## config.mk

```make
export PLATFORM = sky130hd
export DESIGN_NAME = multichannel_second_order_filter
export DESIGN_NICKNAME = d
export VERILOG_FILES = /design/src/design/msof_pkg.sv /design/src/design/msof_csr.sv /design/src/design/msof_ctrl.sv /design/src/design/msof_datapath.sv /design/src/design/multichannel_second_order_filter.sv
export SDC_FILE = /design/constraint.sdc
export NUM_CORES = 2
export LEC_CHECK = 0
export BUFFER_PORTS_ARGS = -buffer_cell sky130_fd_sc_hd__buf_2
export CORE_AREA = 2 2 497 499
export DETAILED_ROUTE_END_ITERATION = 8
export DIE_AREA = 0 0 499 501
export SKIP_CTS_REPAIR_TIMING = 1
export SLEW_MARGIN = 20
export SYNTH_ARGS = -nofsm -noshare
export SYNTH_HDL_FRONTEND = slang
export SYNTH_SLANG_ARGS = --single-unit
```

## constraint.sdc

```tcl
create_clock -name clock -period 14.2 [get_ports clock]
set_input_delay 0 -clock clock [delete_from_list [all_inputs] [get_ports clock]]
set_output_delay 0 -clock clock [all_outputs]
set_load 0.05 [all_outputs]
```

## src/design/msof_pkg.sv

```systemverilog
package msof_pkg;

   // widths fixed by the item and register formats
   localparam int SAMPLE_W    = 16;
   localparam int CHANNEL_W   = 3;
   localparam int COEFF_W     = 32;
   localparam int MODE_W      = 2;
   localparam int COUNT_W     = 4;
   localparam int STATE_W     = 48;
   localparam int PROD_W      = COEFF_W + SAMPLE_W;
   localparam int CSR_INDEX_W = 3;
   localparam int CSR_DATA_W  = 32;

   localparam int MAX_CHANNELS_DEF = 8;

   // register indexes
   localparam logic [CSR_INDEX_W-1:0] REG_MODE     = 3'd0;
   localparam logic [CSR_INDEX_W-1:0] REG_GAIN     = 3'd1;
   localparam logic [CSR_INDEX_W-1:0] REG_FB_ONE   = 3'd2;
   localparam logic [CSR_INDEX_W-1:0] REG_FB_TWO   = 3'd3;
   localparam logic [CSR_INDEX_W-1:0] REG_CH_COUNT = 3'd4;

   // numerator patterns
   localparam logic [MODE_W-1:0] MODE_LOW_PASS   = 2'd0;
   localparam logic [MODE_W-1:0] MODE_HIGH_PASS  = 2'd1;
   localparam logic [MODE_W-1:0] MODE_DERIVATIVE = 2'd2;

   localparam logic [COUNT_W-1:0] COUNT_RESET = 4'd1;

   typedef struct packed {
      logic [MODE_W-1:0]         mode;
      logic signed [COEFF_W-1:0] gain;
      logic signed [COEFF_W-1:0] fb_one;
      logic signed [COEFF_W-1:0] fb_two;
      logic [COUNT_W-1:0]        count;
   } cfg_type;

   typedef enum logic [2:0] {
      ST_IDLE,
      ST_MUL_B,
      ST_ROUND,
      ST_MUL_A1,
      ST_MUL_A2,
      ST_WRITE
   } state_type;

   typedef enum logic [1:0] {
      MUL_NONE,
      MUL_GAIN,
      MUL_FB1,
      MUL_FB2
   } mul_sel_type;

   // controller to datapath commands
   typedef struct packed {
      logic        capture;
      mul_sel_type mul_sel;
      logic        round_en;
      logic        z1_en;
      logic        finish;
   } cmd_type;

   // saturate a 51-bit signed sum to the 48-bit state range
   function automatic logic signed [STATE_W-1:0] sat48(input logic signed [STATE_W+2:0] v);
      logic signed [STATE_W-1:0] r;
      if (v[STATE_W+2:STATE_W-1] == '0 || v[STATE_W+2:STATE_W-1] == '1) begin
         r = v[STATE_W-1:0];
      end else if (v[STATE_W+2]) begin
         r = {1'b1, {(STATE_W-1){1'b0}}};
      end else begin
         r = {1'b0, {(STATE_W-1){1'b1}}};
      end
      return r;
   endfunction

endpackage

```

## src/design/msof_csr.sv

```systemverilog
module msof_csr import msof_pkg::*; (
   input  logic                   clock,
   input  logic                   reset,
   input  logic                   csr_valid,
   output logic                   csr_ready,
   input  logic [CSR_INDEX_W-1:0] csr_index,
   input  logic [CSR_DATA_W-1:0]  csr_data,
   output cfg_type                cfg
);

   cfg_type cfg_ff;
   cfg_type cfg_in;

   assign csr_ready = 1'b1;
   assign cfg       = cfg_ff;

   // register decode, unknown indexes ignored
   always_comb begin
      cfg_in = cfg_ff;
      if (csr_valid && csr_ready) begin
         case (csr_index)
            REG_MODE:     cfg_in.mode   = csr_data[MODE_W-1:0];
            REG_GAIN:     cfg_in.gain   = $signed(csr_data[COEFF_W-1:0]);
            REG_FB_ONE:   cfg_in.fb_one = $signed(csr_data[COEFF_W-1:0]);
            REG_FB_TWO:   cfg_in.fb_two = $signed(csr_data[COEFF_W-1:0]);
            REG_CH_COUNT: cfg_in.count  = csr_data[COUNT_W-1:0];
            default:      cfg_in = cfg_ff;
         endcase
      end
   end

   always_ff @(posedge clock) begin
      if (reset) begin
         cfg_ff.mode   <= MODE_LOW_PASS;
         cfg_ff.gain   <= '0;
         cfg_ff.fb_one <= '0;
         cfg_ff.fb_two <= '0;
         cfg_ff.count  <= COUNT_RESET;
      end else begin
         cfg_ff <= cfg_in;
      end
   end

endmodule

```

## src/design/msof_ctrl.sv

```systemverilog
module msof_ctrl import msof_pkg::*; (
   input  logic    clock,
   input  logic    reset,
   input  logic    req_valid,
   output logic    req_stall,
   output logic    rsp_valid,
   input  logic    rsp_stall,
   output cmd_type cmd
);

   state_type state_ff;
   state_type state_in;
   logic      rsp_valid_ff;
   logic      rsp_valid_in;
   logic      out_free;
   logic      accept;

   // output register can take a new item
   assign out_free  = !rsp_valid_ff || !rsp_stall;
   assign accept    = req_valid && !req_stall;
   assign rsp_valid = rsp_valid_ff;

   // next state
   always_comb begin
      state_in = state_ff;
      case (state_ff)
         ST_IDLE:   if (req_valid) state_in = ST_MUL_B;
         ST_MUL_B:  state_in = ST_ROUND;
         ST_ROUND:  state_in = ST_MUL_A1;
         ST_MUL_A1: state_in = ST_MUL_A2;
         ST_MUL_A2: state_in = ST_WRITE;
         ST_WRITE:  if (out_free) state_in = ST_IDLE;
         default:   state_in = ST_IDLE;
      endcase
   end

   // outputs
   always_comb begin
      req_stall    = 1'b1;
      cmd.capture  = 1'b0;
      cmd.mul_sel  = MUL_NONE;
      cmd.round_en = 1'b0;
      cmd.z1_en    = 1'b0;
      cmd.finish   = 1'b0;
      case (state_ff)
         ST_IDLE: begin
            req_stall   = 1'b0;
            cmd.capture = req_valid;
         end
         ST_MUL_B:  cmd.mul_sel = MUL_GAIN;
         ST_ROUND:  cmd.round_en = 1'b1;
         ST_MUL_A1: cmd.mul_sel = MUL_FB1;
         ST_MUL_A2: begin
            cmd.mul_sel = MUL_FB2;
            cmd.z1_en   = 1'b1;
         end
         ST_WRITE:  cmd.finish = out_free;
         default:   req_stall = 1'b1;
      endcase
   end

   // result valid flag
   always_comb begin
      rsp_valid_in = rsp_valid_ff && rsp_stall;
      if (cmd.finish) rsp_valid_in = 1'b1;
   end

   always_ff @(posedge clock) begin
      if (reset) begin
         state_ff     <= ST_IDLE;
         rsp_valid_ff <= 1'b0;
      end else begin
         state_ff     <= state_in;
         rsp_valid_ff <= rsp_valid_in;
      end
   end

   // checks
   a_accept_starts: assert property (@(posedge clock) disable iff (reset)
      accept |=> state_ff == ST_MUL_B) else $error("accepted item did not start");

   a_result_from_write: assert property (@(posedge clock) disable iff (reset)
      $rose(rsp_valid_ff) |-> $past(state_ff) == ST_WRITE)
      else $error("result appeared outside write step");

   a_write_waits: assert property (@(posedge clock) disable iff (reset)
      (state_ff == ST_WRITE && !out_free) |=> state_ff == ST_WRITE && rsp_valid_ff)
      else $error("write step left while output busy");

endmodule

```

## src/design/msof_datapath.sv

```systemverilog
module msof_datapath import msof_pkg::*; #(
   parameter int MAX_CHANNELS = MAX_CHANNELS_DEF
) (
   input  logic                       clock,
   input  logic                       reset,
   input  cfg_type                    cfg,
   input  cmd_type                    cmd,
   input  logic signed [SAMPLE_W-1:0] req_sample,
   output logic signed [SAMPLE_W-1:0] rsp_filtered,
   output logic [CHANNEL_W-1:0]       rsp_channel
);

   localparam int CH_W   = (MAX_CHANNELS > 1) ? $clog2(MAX_CHANNELS) : 1;
   localparam int CNT_MW = $clog2(MAX_CHANNELS + 1);
   localparam int CNT_W  = (CNT_MW > COUNT_W) ? CNT_MW : COUNT_W;
   localparam logic [CNT_W-1:0] CNT_MAX = CNT_W'(MAX_CHANNELS);
   localparam logic signed [STATE_W+1:0] ROUND_BIAS = (STATE_W+2)'(64'sd8388608);
   localparam logic signed [25:0] Y_MAX = 26'sd32767;
   localparam logic signed [25:0] Y_MIN = -26'sd32768;

   // channel counter
   logic [CH_W-1:0]  ch_ff;
   logic [CH_W-1:0]  ch_in;
   logic [CH_W-1:0]  cur_ch_ff;
   logic [CNT_W-1:0] cnt_raw;
   logic [CNT_W-1:0] count_eff;
   logic [CH_W-1:0]  ch_eff;
   logic [CNT_W-1:0] ch_next;

   // datapath registers
   logic signed [SAMPLE_W-1:0]  sample_ff;
   logic signed [PROD_W-1:0]    prod_ff;
   logic signed [PROD_W-1:0]    prod_in;
   logic signed [SAMPLE_W-1:0]  y_ff;
   logic signed [SAMPLE_W-1:0]  y_in;
   logic signed [STATE_W+1:0]   p1_ff;
   logic signed [STATE_W+1:0]   p1_in;
   logic signed [STATE_W:0]     p2_ff;
   logic signed [STATE_W:0]     p2_in;
   logic signed [STATE_W-1:0]   z1n_ff;
   logic signed [STATE_W-1:0]   z2n;
   logic signed [SAMPLE_W-1:0]  filtered_ff;
   logic [CHANNEL_W-1:0]        channel_ff;

   // multiplier operands
   logic signed [COEFF_W-1:0]   op_a;
   logic signed [SAMPLE_W-1:0]  op_b;

   // delay state memory, z1 in the upper half
   logic [2*STATE_W-1:0]        mem [MAX_CHANNELS];
   logic [2*STATE_W-1:0]        rd_ff;
   logic                        rd_vld_ff;
   logic [MAX_CHANNELS-1:0]     valid_ff;
   logic signed [STATE_W-1:0]   z1_rd;
   logic signed [STATE_W-1:0]   z2_rd;

   // rounding
   logic signed [STATE_W+1:0]   acc_round;
   logic signed [25:0]          y_wide;
   logic signed [STATE_W:0]     two_bu;

   // effective count and channel
   always_comb begin
      cnt_raw   = CNT_W'(cfg.count);
      count_eff = cnt_raw;
      if (cnt_raw == '0) count_eff = CNT_W'(1);
      if (cnt_raw > CNT_MAX) count_eff = CNT_MAX;
      ch_eff = ch_ff;
      if (CNT_W'(ch_ff) >= count_eff) ch_eff = '0;
      ch_next = CNT_W'(ch_eff) + CNT_W'(1);
      ch_in   = ch_ff;
      if (cmd.capture) begin
         ch_in = (ch_next >= count_eff) ? '0 : CH_W'(ch_next);
      end
   end

   always_ff @(posedge clock) begin
      if (reset) begin
         ch_ff <= '0;
      end else begin
         ch_ff <= ch_in;
      end
   end

   // input capture
   always_ff @(posedge clock) begin
      if (cmd.capture) begin
         sample_ff <= req_sample;
         cur_ch_ff <= ch_eff;
      end
   end

   // shared multiplier
   always_comb begin
      op_a = cfg.gain;
      op_b = y_ff;
      case (cmd.mul_sel)
         MUL_GAIN: begin
            op_a = cfg.gain;
            op_b = sample_ff;
         end
         MUL_FB1:  op_a = cfg.fb_one;
         MUL_FB2:  op_a = cfg.fb_two;
         default:  op_a = cfg.gain;
      endcase
      prod_in = op_a * op_b;
   end

   always_ff @(posedge clock) begin
      if (cmd.mul_sel != MUL_NONE) prod_ff <= prod_in;
   end

   // state read, entries never written read as zero
   assign z1_rd = rd_vld_ff ? $signed(rd_ff[2*STATE_W-1:STATE_W]) : '0;
   assign z2_rd = rd_vld_ff ? $signed(rd_ff[STATE_W-1:0]) : '0;

   // output rounding and numerator terms
   always_comb begin
      acc_round = (STATE_W+2)'(prod_ff) + (STATE_W+2)'(z1_rd) + ROUND_BIAS;
      y_wide    = acc_round[STATE_W+1:24];
      if (y_wide > Y_MAX) begin
         y_in = SAMPLE_W'(Y_MAX);
      end else if (y_wide < Y_MIN) begin
         y_in = SAMPLE_W'(Y_MIN);
      end else begin
         y_in = y_wide[SAMPLE_W-1:0];
      end
      two_bu = {prod_ff, 1'b0};
      case (cfg.mode)
         MODE_HIGH_PASS: begin
            p1_in = (STATE_W+2)'(z2_rd);
            p2_in = -(STATE_W+1)'(prod_ff);
         end
         MODE_DERIVATIVE: begin
            p1_in = (STATE_W+2)'(z2_rd) - (STATE_W+2)'(two_bu);
            p2_in = (STATE_W+1)'(prod_ff);
         end
         default: begin
            p1_in = (STATE_W+2)'(z2_rd) + (STATE_W+2)'(two_bu);
            p2_in = (STATE_W+1)'(prod_ff);
         end
      endcase
   end

   always_ff @(posedge clock) begin
      if (cmd.round_en) begin
         y_ff  <= y_in;
         p1_ff <= p1_in;
         p2_ff <= p2_in;
      end
   end

   // feedback subtraction
   always_ff @(posedge clock) begin
      if (cmd.z1_en) z1n_ff <= sat48((STATE_W+3)'(p1_ff) - (STATE_W+3)'(prod_ff));
   end

   assign z2n = sat48((STATE_W+3)'(p2_ff) - (STATE_W+3)'(prod_ff));

   // delay state memory
   always_ff @(posedge clock) begin
      if (cmd.finish) mem[cur_ch_ff] <= {z1n_ff, z2n};
      rd_ff     <= mem[cur_ch_ff];
      rd_vld_ff <= valid_ff[cur_ch_ff];
   end

   always_ff @(posedge clock) begin
      if (reset) begin
         valid_ff <= '0;
      end else if (cmd.finish) begin
         valid_ff[cur_ch_ff] <= 1'b1;
      end
   end

   // result register
   always_ff @(posedge clock) begin
      if (cmd.finish) begin
         filtered_ff <= y_ff;
         channel_ff  <= CHANNEL_W'(cur_ch_ff);
      end
   end

   assign rsp_filtered = filtered_ff;
   assign rsp_channel  = channel_ff;

   // checks
   a_entry_marked: assert property (@(posedge clock) disable iff (reset)
      cmd.finish |=> valid_ff[$past(cur_ch_ff)]) else $error("state entry not marked");

   a_channel_in_range: assert property (@(posedge clock) disable iff (reset)
      cmd.capture |=> CNT_W'(cur_ch_ff) < $past(count_eff))
      else $error("channel beyond count");

   a_result_channel: assert property (@(posedge clock) disable iff (reset)
      cmd.finish |=> rsp_channel == CHANNEL_W'($past(cur_ch_ff)))
      else $error("result tagged with wrong channel");

endmodule

```

## src/design/multichannel_second_order_filter.sv

```systemverilog
// items are taken only in idle, one at a time; the write step waits for a
//   free output; the single 32x16 multiplier forms b*u, a1*y and a2*y in
//   turn and the state memory is written once per item
// reset: delay states read as zero, channel counter 0, mode low-pass,
//   coefficients 0, channel count 1; no clearing pass
module multichannel_second_order_filter import msof_pkg::*; #(
   parameter int MAX_CHANNELS = MAX_CHANNELS_DEF
) (
   input  logic                       clock,
   input  logic                       reset,
   input  logic                       req_valid,
   output logic                       req_stall,
   input  logic signed [SAMPLE_W-1:0] req_sample,
   output logic                       rsp_valid,
   input  logic                       rsp_stall,
   output logic signed [SAMPLE_W-1:0] rsp_filtered,
   output logic [CHANNEL_W-1:0]       rsp_channel,
   input  logic                       csr_valid,
   output logic                       csr_ready,
   input  logic [CSR_INDEX_W-1:0]     csr_index,
   input  logic [CSR_DATA_W-1:0]      csr_data
);

   cfg_type cfg;
   cmd_type cmd;

   // configuration registers
   msof_csr u_csr (
      .clock     (clock),
      .reset     (reset),
      .csr_valid (csr_valid),
      .csr_ready (csr_ready),
      .csr_index (csr_index),
      .csr_data  (csr_data),
      .cfg       (cfg)
   );

   // sequencer
   msof_ctrl u_ctrl (
      .clock     (clock),
      .reset     (reset),
      .req_valid (req_valid),
      .req_stall (req_stall),
      .rsp_valid (rsp_valid),
      .rsp_stall (rsp_stall),
      .cmd       (cmd)
   );

   // filter arithmetic and state
   msof_datapath #(
      .MAX_CHANNELS (MAX_CHANNELS)
   ) u_datapath (
      .clock        (clock),
      .reset        (reset),
      .cfg          (cfg),
      .cmd          (cmd),
      .req_sample   (req_sample),
      .rsp_filtered (rsp_filtered),
      .rsp_channel  (rsp_channel)
   );

endmodule
```

Word level (Yosys, flattened, before mapping)
Memories as Yosys holds them, arrays and structs flattened. A register that Yosys moved wholly into a read port is not among the register bits.
Cells that the tools add are included.
{ "op_classes": {"n_addsub": 8, "mul": 1, "div_mod_pow": 0, "magnitude_cmp": 7, "n_eq_ne": 18, "shift": 0, "muxes": 31, "n_bitwise": 1, "reduce_logical": 19} }
{ "ops": {"columns": ["op", "count"], "rows": [
  ["48-bit 2-to-1 mux", 6],
  ["50-bit case mux with 2 select lines", 1],
  ["32-bit case mux with 2 select lines", 1],
  ["50-bit by 48-bit subtractor with 51-bit output", 1],
  ["48-bit by 49-bit adder with 50-bit output", 1],
  ["50-bit by 25-bit adder with 50-bit output (second input constant)", 1],
  ["48-bit by 49-bit subtractor with 50-bit output", 1],
  ["49-bit by 48-bit subtractor with 50-bit output", 1],
  ["48-bit by 48-bit adder with 49-bit output", 1],
  ["49-bit 2-to-1 mux", 1],
  ["48-bit negation with 49-bit output", 1],
  ["32-bit by 16-bit multiplier with 48-bit output", 1],
  ["16-bit 2-to-1 mux", 2],
  ["26-bit by 16-bit greater-than comparator with 1-bit output (second input constant)", 1],
  ["26-bit by 16-bit less-than comparator with 1-bit output (second input constant)", 1],
  ["3-bit case mux with 6 select lines", 1],
  ["3-bit by 2-bit equality test with 1-bit output (second input constant)", 4],
  ["4-bit zero test", 3],
  ["3-bit 2-to-1 mux", 4],
  ["2-bit AND reduction", 6],
  ["1-bit 2-to-1 mux", 10],
  ["3-bit equality test (second input constant)", 3],
  ["4-bit equality test (second input constant)", 2],
  ["4-bit 2-to-1 mux", 2],
  ["20 further kinds", 29]
]} }
{ "word_totals": {"regBits": 367, "latch_bits": 0, "ramBits": 768, "rom_bits": 0, "inputBits": 56, "memories": 1} }
{ "mem_list": {"columns": ["memory", "words", "word_bits", "rd", "rd_ports_with_merged_regs", "write_ports", "line", "rtl"], "rows": [
  ["u_datapath.mem", 8, 96, 1, 1, 1, "msof_datapath.sv:50", "logic [2*STATE_W-1:0] mem [MAX_CHANNELS];"]
]} }

Longest topological paths before layout
{ "logic_depth": {"depth_word": 8, "mapped_depth": 34, "ltp_nobuf": 32} }

Hierarchy
From an unflattened synthesis, not the netlist that was laid out.
{ "hier_totals": {"cells_unflattened": 6141, "area_unflattened_um2": 75227.1} }
{ "by_module_without_submodules": {"columns": ["mod", "n_inst", "cells_per_inst", "area_per_inst_um2"], "rows": [
  ["msof_datapath", 1, 5737, 70822.9],
  ["msof_csr", 1, 375, 4150.2],
  ["msof_ctrl", 1, 29, 254.0]
]} }

Least setup slack after synthesis
No wires, ideal clock.
{ "synth_path": {"kind": "reg-to-reg", "start": "register u_ctrl.state_ff[2]", "end": "register u_datapath.prod_ff[43] (data pin)", "setup_ns": 0.263, "arrival_ns": 9.909, "t_required_ns": 13.937, "setup_slack_ns": 4.028, "stages_incl_launch_ff": 31, "n_path_buf": 3, "synth_period_minus_slack_ns": 10.172, "path_cell_list": "dfxtp_1 > clkbuf_1 > nor2b_1 > nor2b_1 > clkbuf_1 > clkbuf_1 > a221oi_1 > nor2_1 > fa_1 > inv_1 > fa_1 > fa_1 > fa_1 > inv_1 > fa_1 > inv_1 > fa_1 > inv_1 > ha_1 > a21o_1 > a21o_1 > a2111o_1 > a31oi_1 > o221ai_1 > o31ai_1 > o31ai_1 > o41ai_1 > o21ai_1 > or2_2 > a311oi_1 > xnor2_1"} }
{ "synth_via": {"elab_chain_len": 5, "word_cells_on_any_way": 10, "classes_between": "1 x mul; 6 x eq/ne; 3 x mux"} }
{ "synth_lines": {"columns": ["element", "line", "rtl"], "rows": [
  ["start: declaration", "msof_ctrl.sv:11", "state_type state_ff;"],
  ["start signal: assignment", "msof_ctrl.sv:73", "state_ff <= state_in;"],
  ["3-bit equality test (tied with other cells)", "msof_ctrl.sv:45", "case (state_ff)"],
  ["2-bit case mux with 3 select lines (*)", "msof_ctrl.sv:45", null],
  ["2-bit equality test / 2-bit by 1-bit equality test with 1-bit output (equally long branches)", "msof_datapath.sv:97", "case (cmd.mul_sel)"],
  ["32-bit case mux with 2 select lines / 16-bit 2-to-1 mux (equally long branches)", "msof_datapath.sv:97", null],
  ["32-bit by 16-bit multiplier with 48-bit output (*)", "msof_datapath.sv:106", "prod_in = op_a * op_b;"],
  ["net u_datapath.prod_in[43]", "msof_datapath.sv:33", "logic signed [PROD_W-1:0] prod_in;"],
  ["end signal: assignment", "msof_datapath.sv:110", "if (cmd.mul_sel != MUL_NONE) prod_ff <= prod_in;"],
  ["end: declaration", "msof_datapath.sv:32", "logic signed [PROD_W-1:0] prod_ff;"]
]} }
The timed path passes the listed nets; every way through them passes the cells marked *.
A chain may end at the register's enable or synchronous reset.

Worst setup path after layout
{ "layout_path": {"start": "register u_ctrl.state_ff[0]", "end": "register u_datapath.prod_ff[47] (data pin)"} }
The elaborated chain is that of the path after synthesis.

==> results.yml <==
status:
  status: "finished clean"
clock_tree:
  cts-buffers-inserted: 136
  clock-sinks: 1231
  cts_tree: "yes"
  clk_path_buf_depth: 3
  path_clk_slew_ps: 60
  cts-root-buf: "clkbuf_16"
  clk-insertion-delay-late_ps: 810
  ctsHtreeMaxLevel: 4
critical_path:
  regToRegSetupSlack_ps: 4180
  worst-path-max-fanout: 29
  max_stage_delay_ps: 820
  cp.arrival_ps: 10540
  required_ps: 14720
  rr_worst_depth: 28
  cp-end-kind: "flop"
  crit_slowest_cell: "nor2_4"
  start_kind: "flop"
  path_common_cell: "fa_1"
  crit_type: "flop to flop"
power_and_ir_drop:
  design_power_total_mw: 11.6
  p_per_area_mw_per_mm2: 140
  leakage_nw: 31.6
  vdd_drop_max_mv: 0.129
finish:
  drive_above_1_share_pct: 7.36
  area_growth_pct: 13.4
  final_nets: 7491
  final_core_util_pct: 33.9
  fill_cells: 24100
  design_area_sq_mm: 0.0830
die:
  die_width_um: 499
  dieHeight_um: 501
  pin_count: 78
  dieArea_sq_mm: 0.250
  core_area_sq_mm: 0.245
  start_util_pct: 29.9
  rows: 182
routing:
  dr.pass1.iters: 6
  ant_nets: 0
  drt-total-wl_um: 222000
  first_iter_violations: 4733
  wire_per_inst_um: 22.3
  via_per_inst: 5.14
  drc: 0
  vias: 51300
synth:
  synthDistinctLibCells: 104
  synth_nets: 7380
  post-synth-top-count-cell: "edfxtp_1"
  syn_avg_cell_area_sq_um: 11.2
  synth_ff_type: "edfxtp_1"
  synthCells: 6517
  synthTopCellsByArea: "edfxtp_1 42%, fa_1 13%, dfxtp_1 5.9%, ha_1 5.4%, a22oi_1 4.1%"
  netlist_area_sq_mm: 0.0732
  synth-edff-count: 1017
  yosys_warnings: 0
  yosysSeqAreaShare_pct: 47.6
  ys_async_sr_fraction_pct: 0
  synthTopCellsByCount: "1017 x edfxtp_1, 690 x inv_1, 648 x nand2_1, 489 x fa_1, 454 x nor2_1"
  synth_top_area_share_pct: 41.7
  yosys.area.top_type: "edfxtp_1"
  ys_ff_latch: 1231
timing:
  relSlewSlack_pct: 25.2
  finalSetupViolations: 0
  worst_pin_slew_ps: 1120
  fin_setup_tns_ps: 0
  final_max_slew_viol_count: 0
  min_period_ps: 10020
  period_share_pct: 70.6
  hold_viol_final: 0
  fmax_mhz: 99.8
  rsz0062_at_grt: "no"
  fin_skew_ps: 52.5
global_routing:
  grt_pass1_vias: 51400
  grt_usage_pct: 17.4
  grt_pass1_wl_um: 330000
  grt_max_degree: 113
  grt-ovfl-total: 0
  antenna_found_initial: 4
placement:
  portBuffers: 76
  place_congestion: 0.938
  dpl_cell_area_sq_mm: 0.0774
  hpwl_um: 155000
run:
  maxCapViolCount: 0
hold_path:
  hold_class: "primary input to flop"
  hold_depth: 4
[registers in the layout, summed over array words and instances (netlist names)]
signal	cells
u_datapath.rsp_channel	3
u_datapath.rsp_filtered	16
u_ctrl.state_ff	3
u_datapath.z1n_ff	48
u_datapath.sample_ff	16
u_csr.cfg	102
u_ctrl.rsp_valid	1
u_datapath.prod_ff	48
u_datapath.rd_ff	96
u_datapath.ch_ff	3
u_datapath.y_ff	16
u_datapath.valid_ff	8
u_datapath.rd_vld_ff	1
u_datapath.p1_ff	50
u_datapath.p2_ff	49
u_datapath.mem	768
u_datapath.cur_ch_ff	3
[layout by cell type, fill, tap and decap left out, types with 39 or more instances in the layout]
cell,instances
a21o_1,159
a21oi_1,346
a221oi_1,39
a22oi_1,396
and2_1,144
buf_2,78
buf_4,86
clkbuf_16,136
dfxtp_1,213
dlygate4sd3_1,86
edfxtp_1,1017
fa_1,489
ha_1,318
inv_1,690
nand2_1,647
nand2b_1,42
nand3_1,67
nand4_1,136
nor2_1,449
nor2b_1,43
nor3_1,55
o21ai_0,185
xnor2_1,210
xor2_1,95
[power breakdown]
part	total, mW	internal [mW]	switching (mW)
Sequential	4.64	4.47	0.172
Clock	3.64	2.09	1.55
Combinational	3.33	1.12	2.21
[worst paths after layout]
path,startpoint,end
min reg2reg,u_datapath.mem[1][90],u_datapath.rd_ff[90]
min,csr_data[17],u_csr.cfg[53]
max reg2reg,u_ctrl.state_ff[0],u_datapath.prod_ff[47]
max,u_ctrl.state_ff[0],u_datapath.prod_ff[47]
[worst max-delay path, delay by kind of cell (launching register included)]
| kind | cells | cell delay [ps] |
|---|---|---|
| adder cells (fa/ha/maj) | 7 | 3520 |
| buffers and inverters | 4 | 370 |
| flip-flops | 1 | 550 |
| AND/OR/NAND/NOR | 4 | 1340 |
| AO/OA/AOI/OAI | 11 | 3150 |
| multiplexers | 1 | 720 |
| XOR/XNOR | 1 | 80 |
[logic make-up (layout without fill, tap and decap cells)]
kind of cell | count (synthesis) | count (layout) | share of synthesized area [%]
buf+inv | 975 | 1200 | 5.06
simple gates | 1741 | 1741 | 11.1
flops | 1231 | 1231 | 47.6
xor+xnor | 307 | 307 | 3.70
other cells | 1 | 8 | 0.00513
compound gates | 1412 | 1412 | 13.1
fa+ha+maj | 808 | 808 | 18.8
mux | 42 | 42 | 0.605
[layer usage]
| layer | wire, um | vias to the layer above | track usage (%) |
|---|---|---|---|
| li1 | - | 23200 | - |
| met1 | 96600 | 25800 | 23.9 |
| met2 | 103000 | 1931 | 28.0 |
| met3 | 16500 | 311 | 3.02 |
| met4 | 6290 | 2 | 5.05 |
| met5 | 13 | - | 0 |
[metrics by stage]
stage                     setup WS (ps)  std cells  hold slack (ps)
after global placement             4300       9619              178
after floorplan                    4030       6517             98.9
after detailed placement           4140       9621              178
after CTS                          4120       9873             -670
after global routing               3610       9962             31.8
final                              4180       9969             33.1
[cell type report]
class	instances	area [sq um]	share of cell area, %
Antenna cell	7	17.5	0.0211
Clock buffer	172	3650	4.40
Clock inverter	80	993	1.20
Inverter	691	2590	3.13
Multi-Input combinational cell	4311	34800	42.0
Sequential cell	1231	34800	42.0
Tap cell	3220	4030	4.86
Timing Repair Buffer	257	2020	2.44
Power figures use the tool's default switching activity.
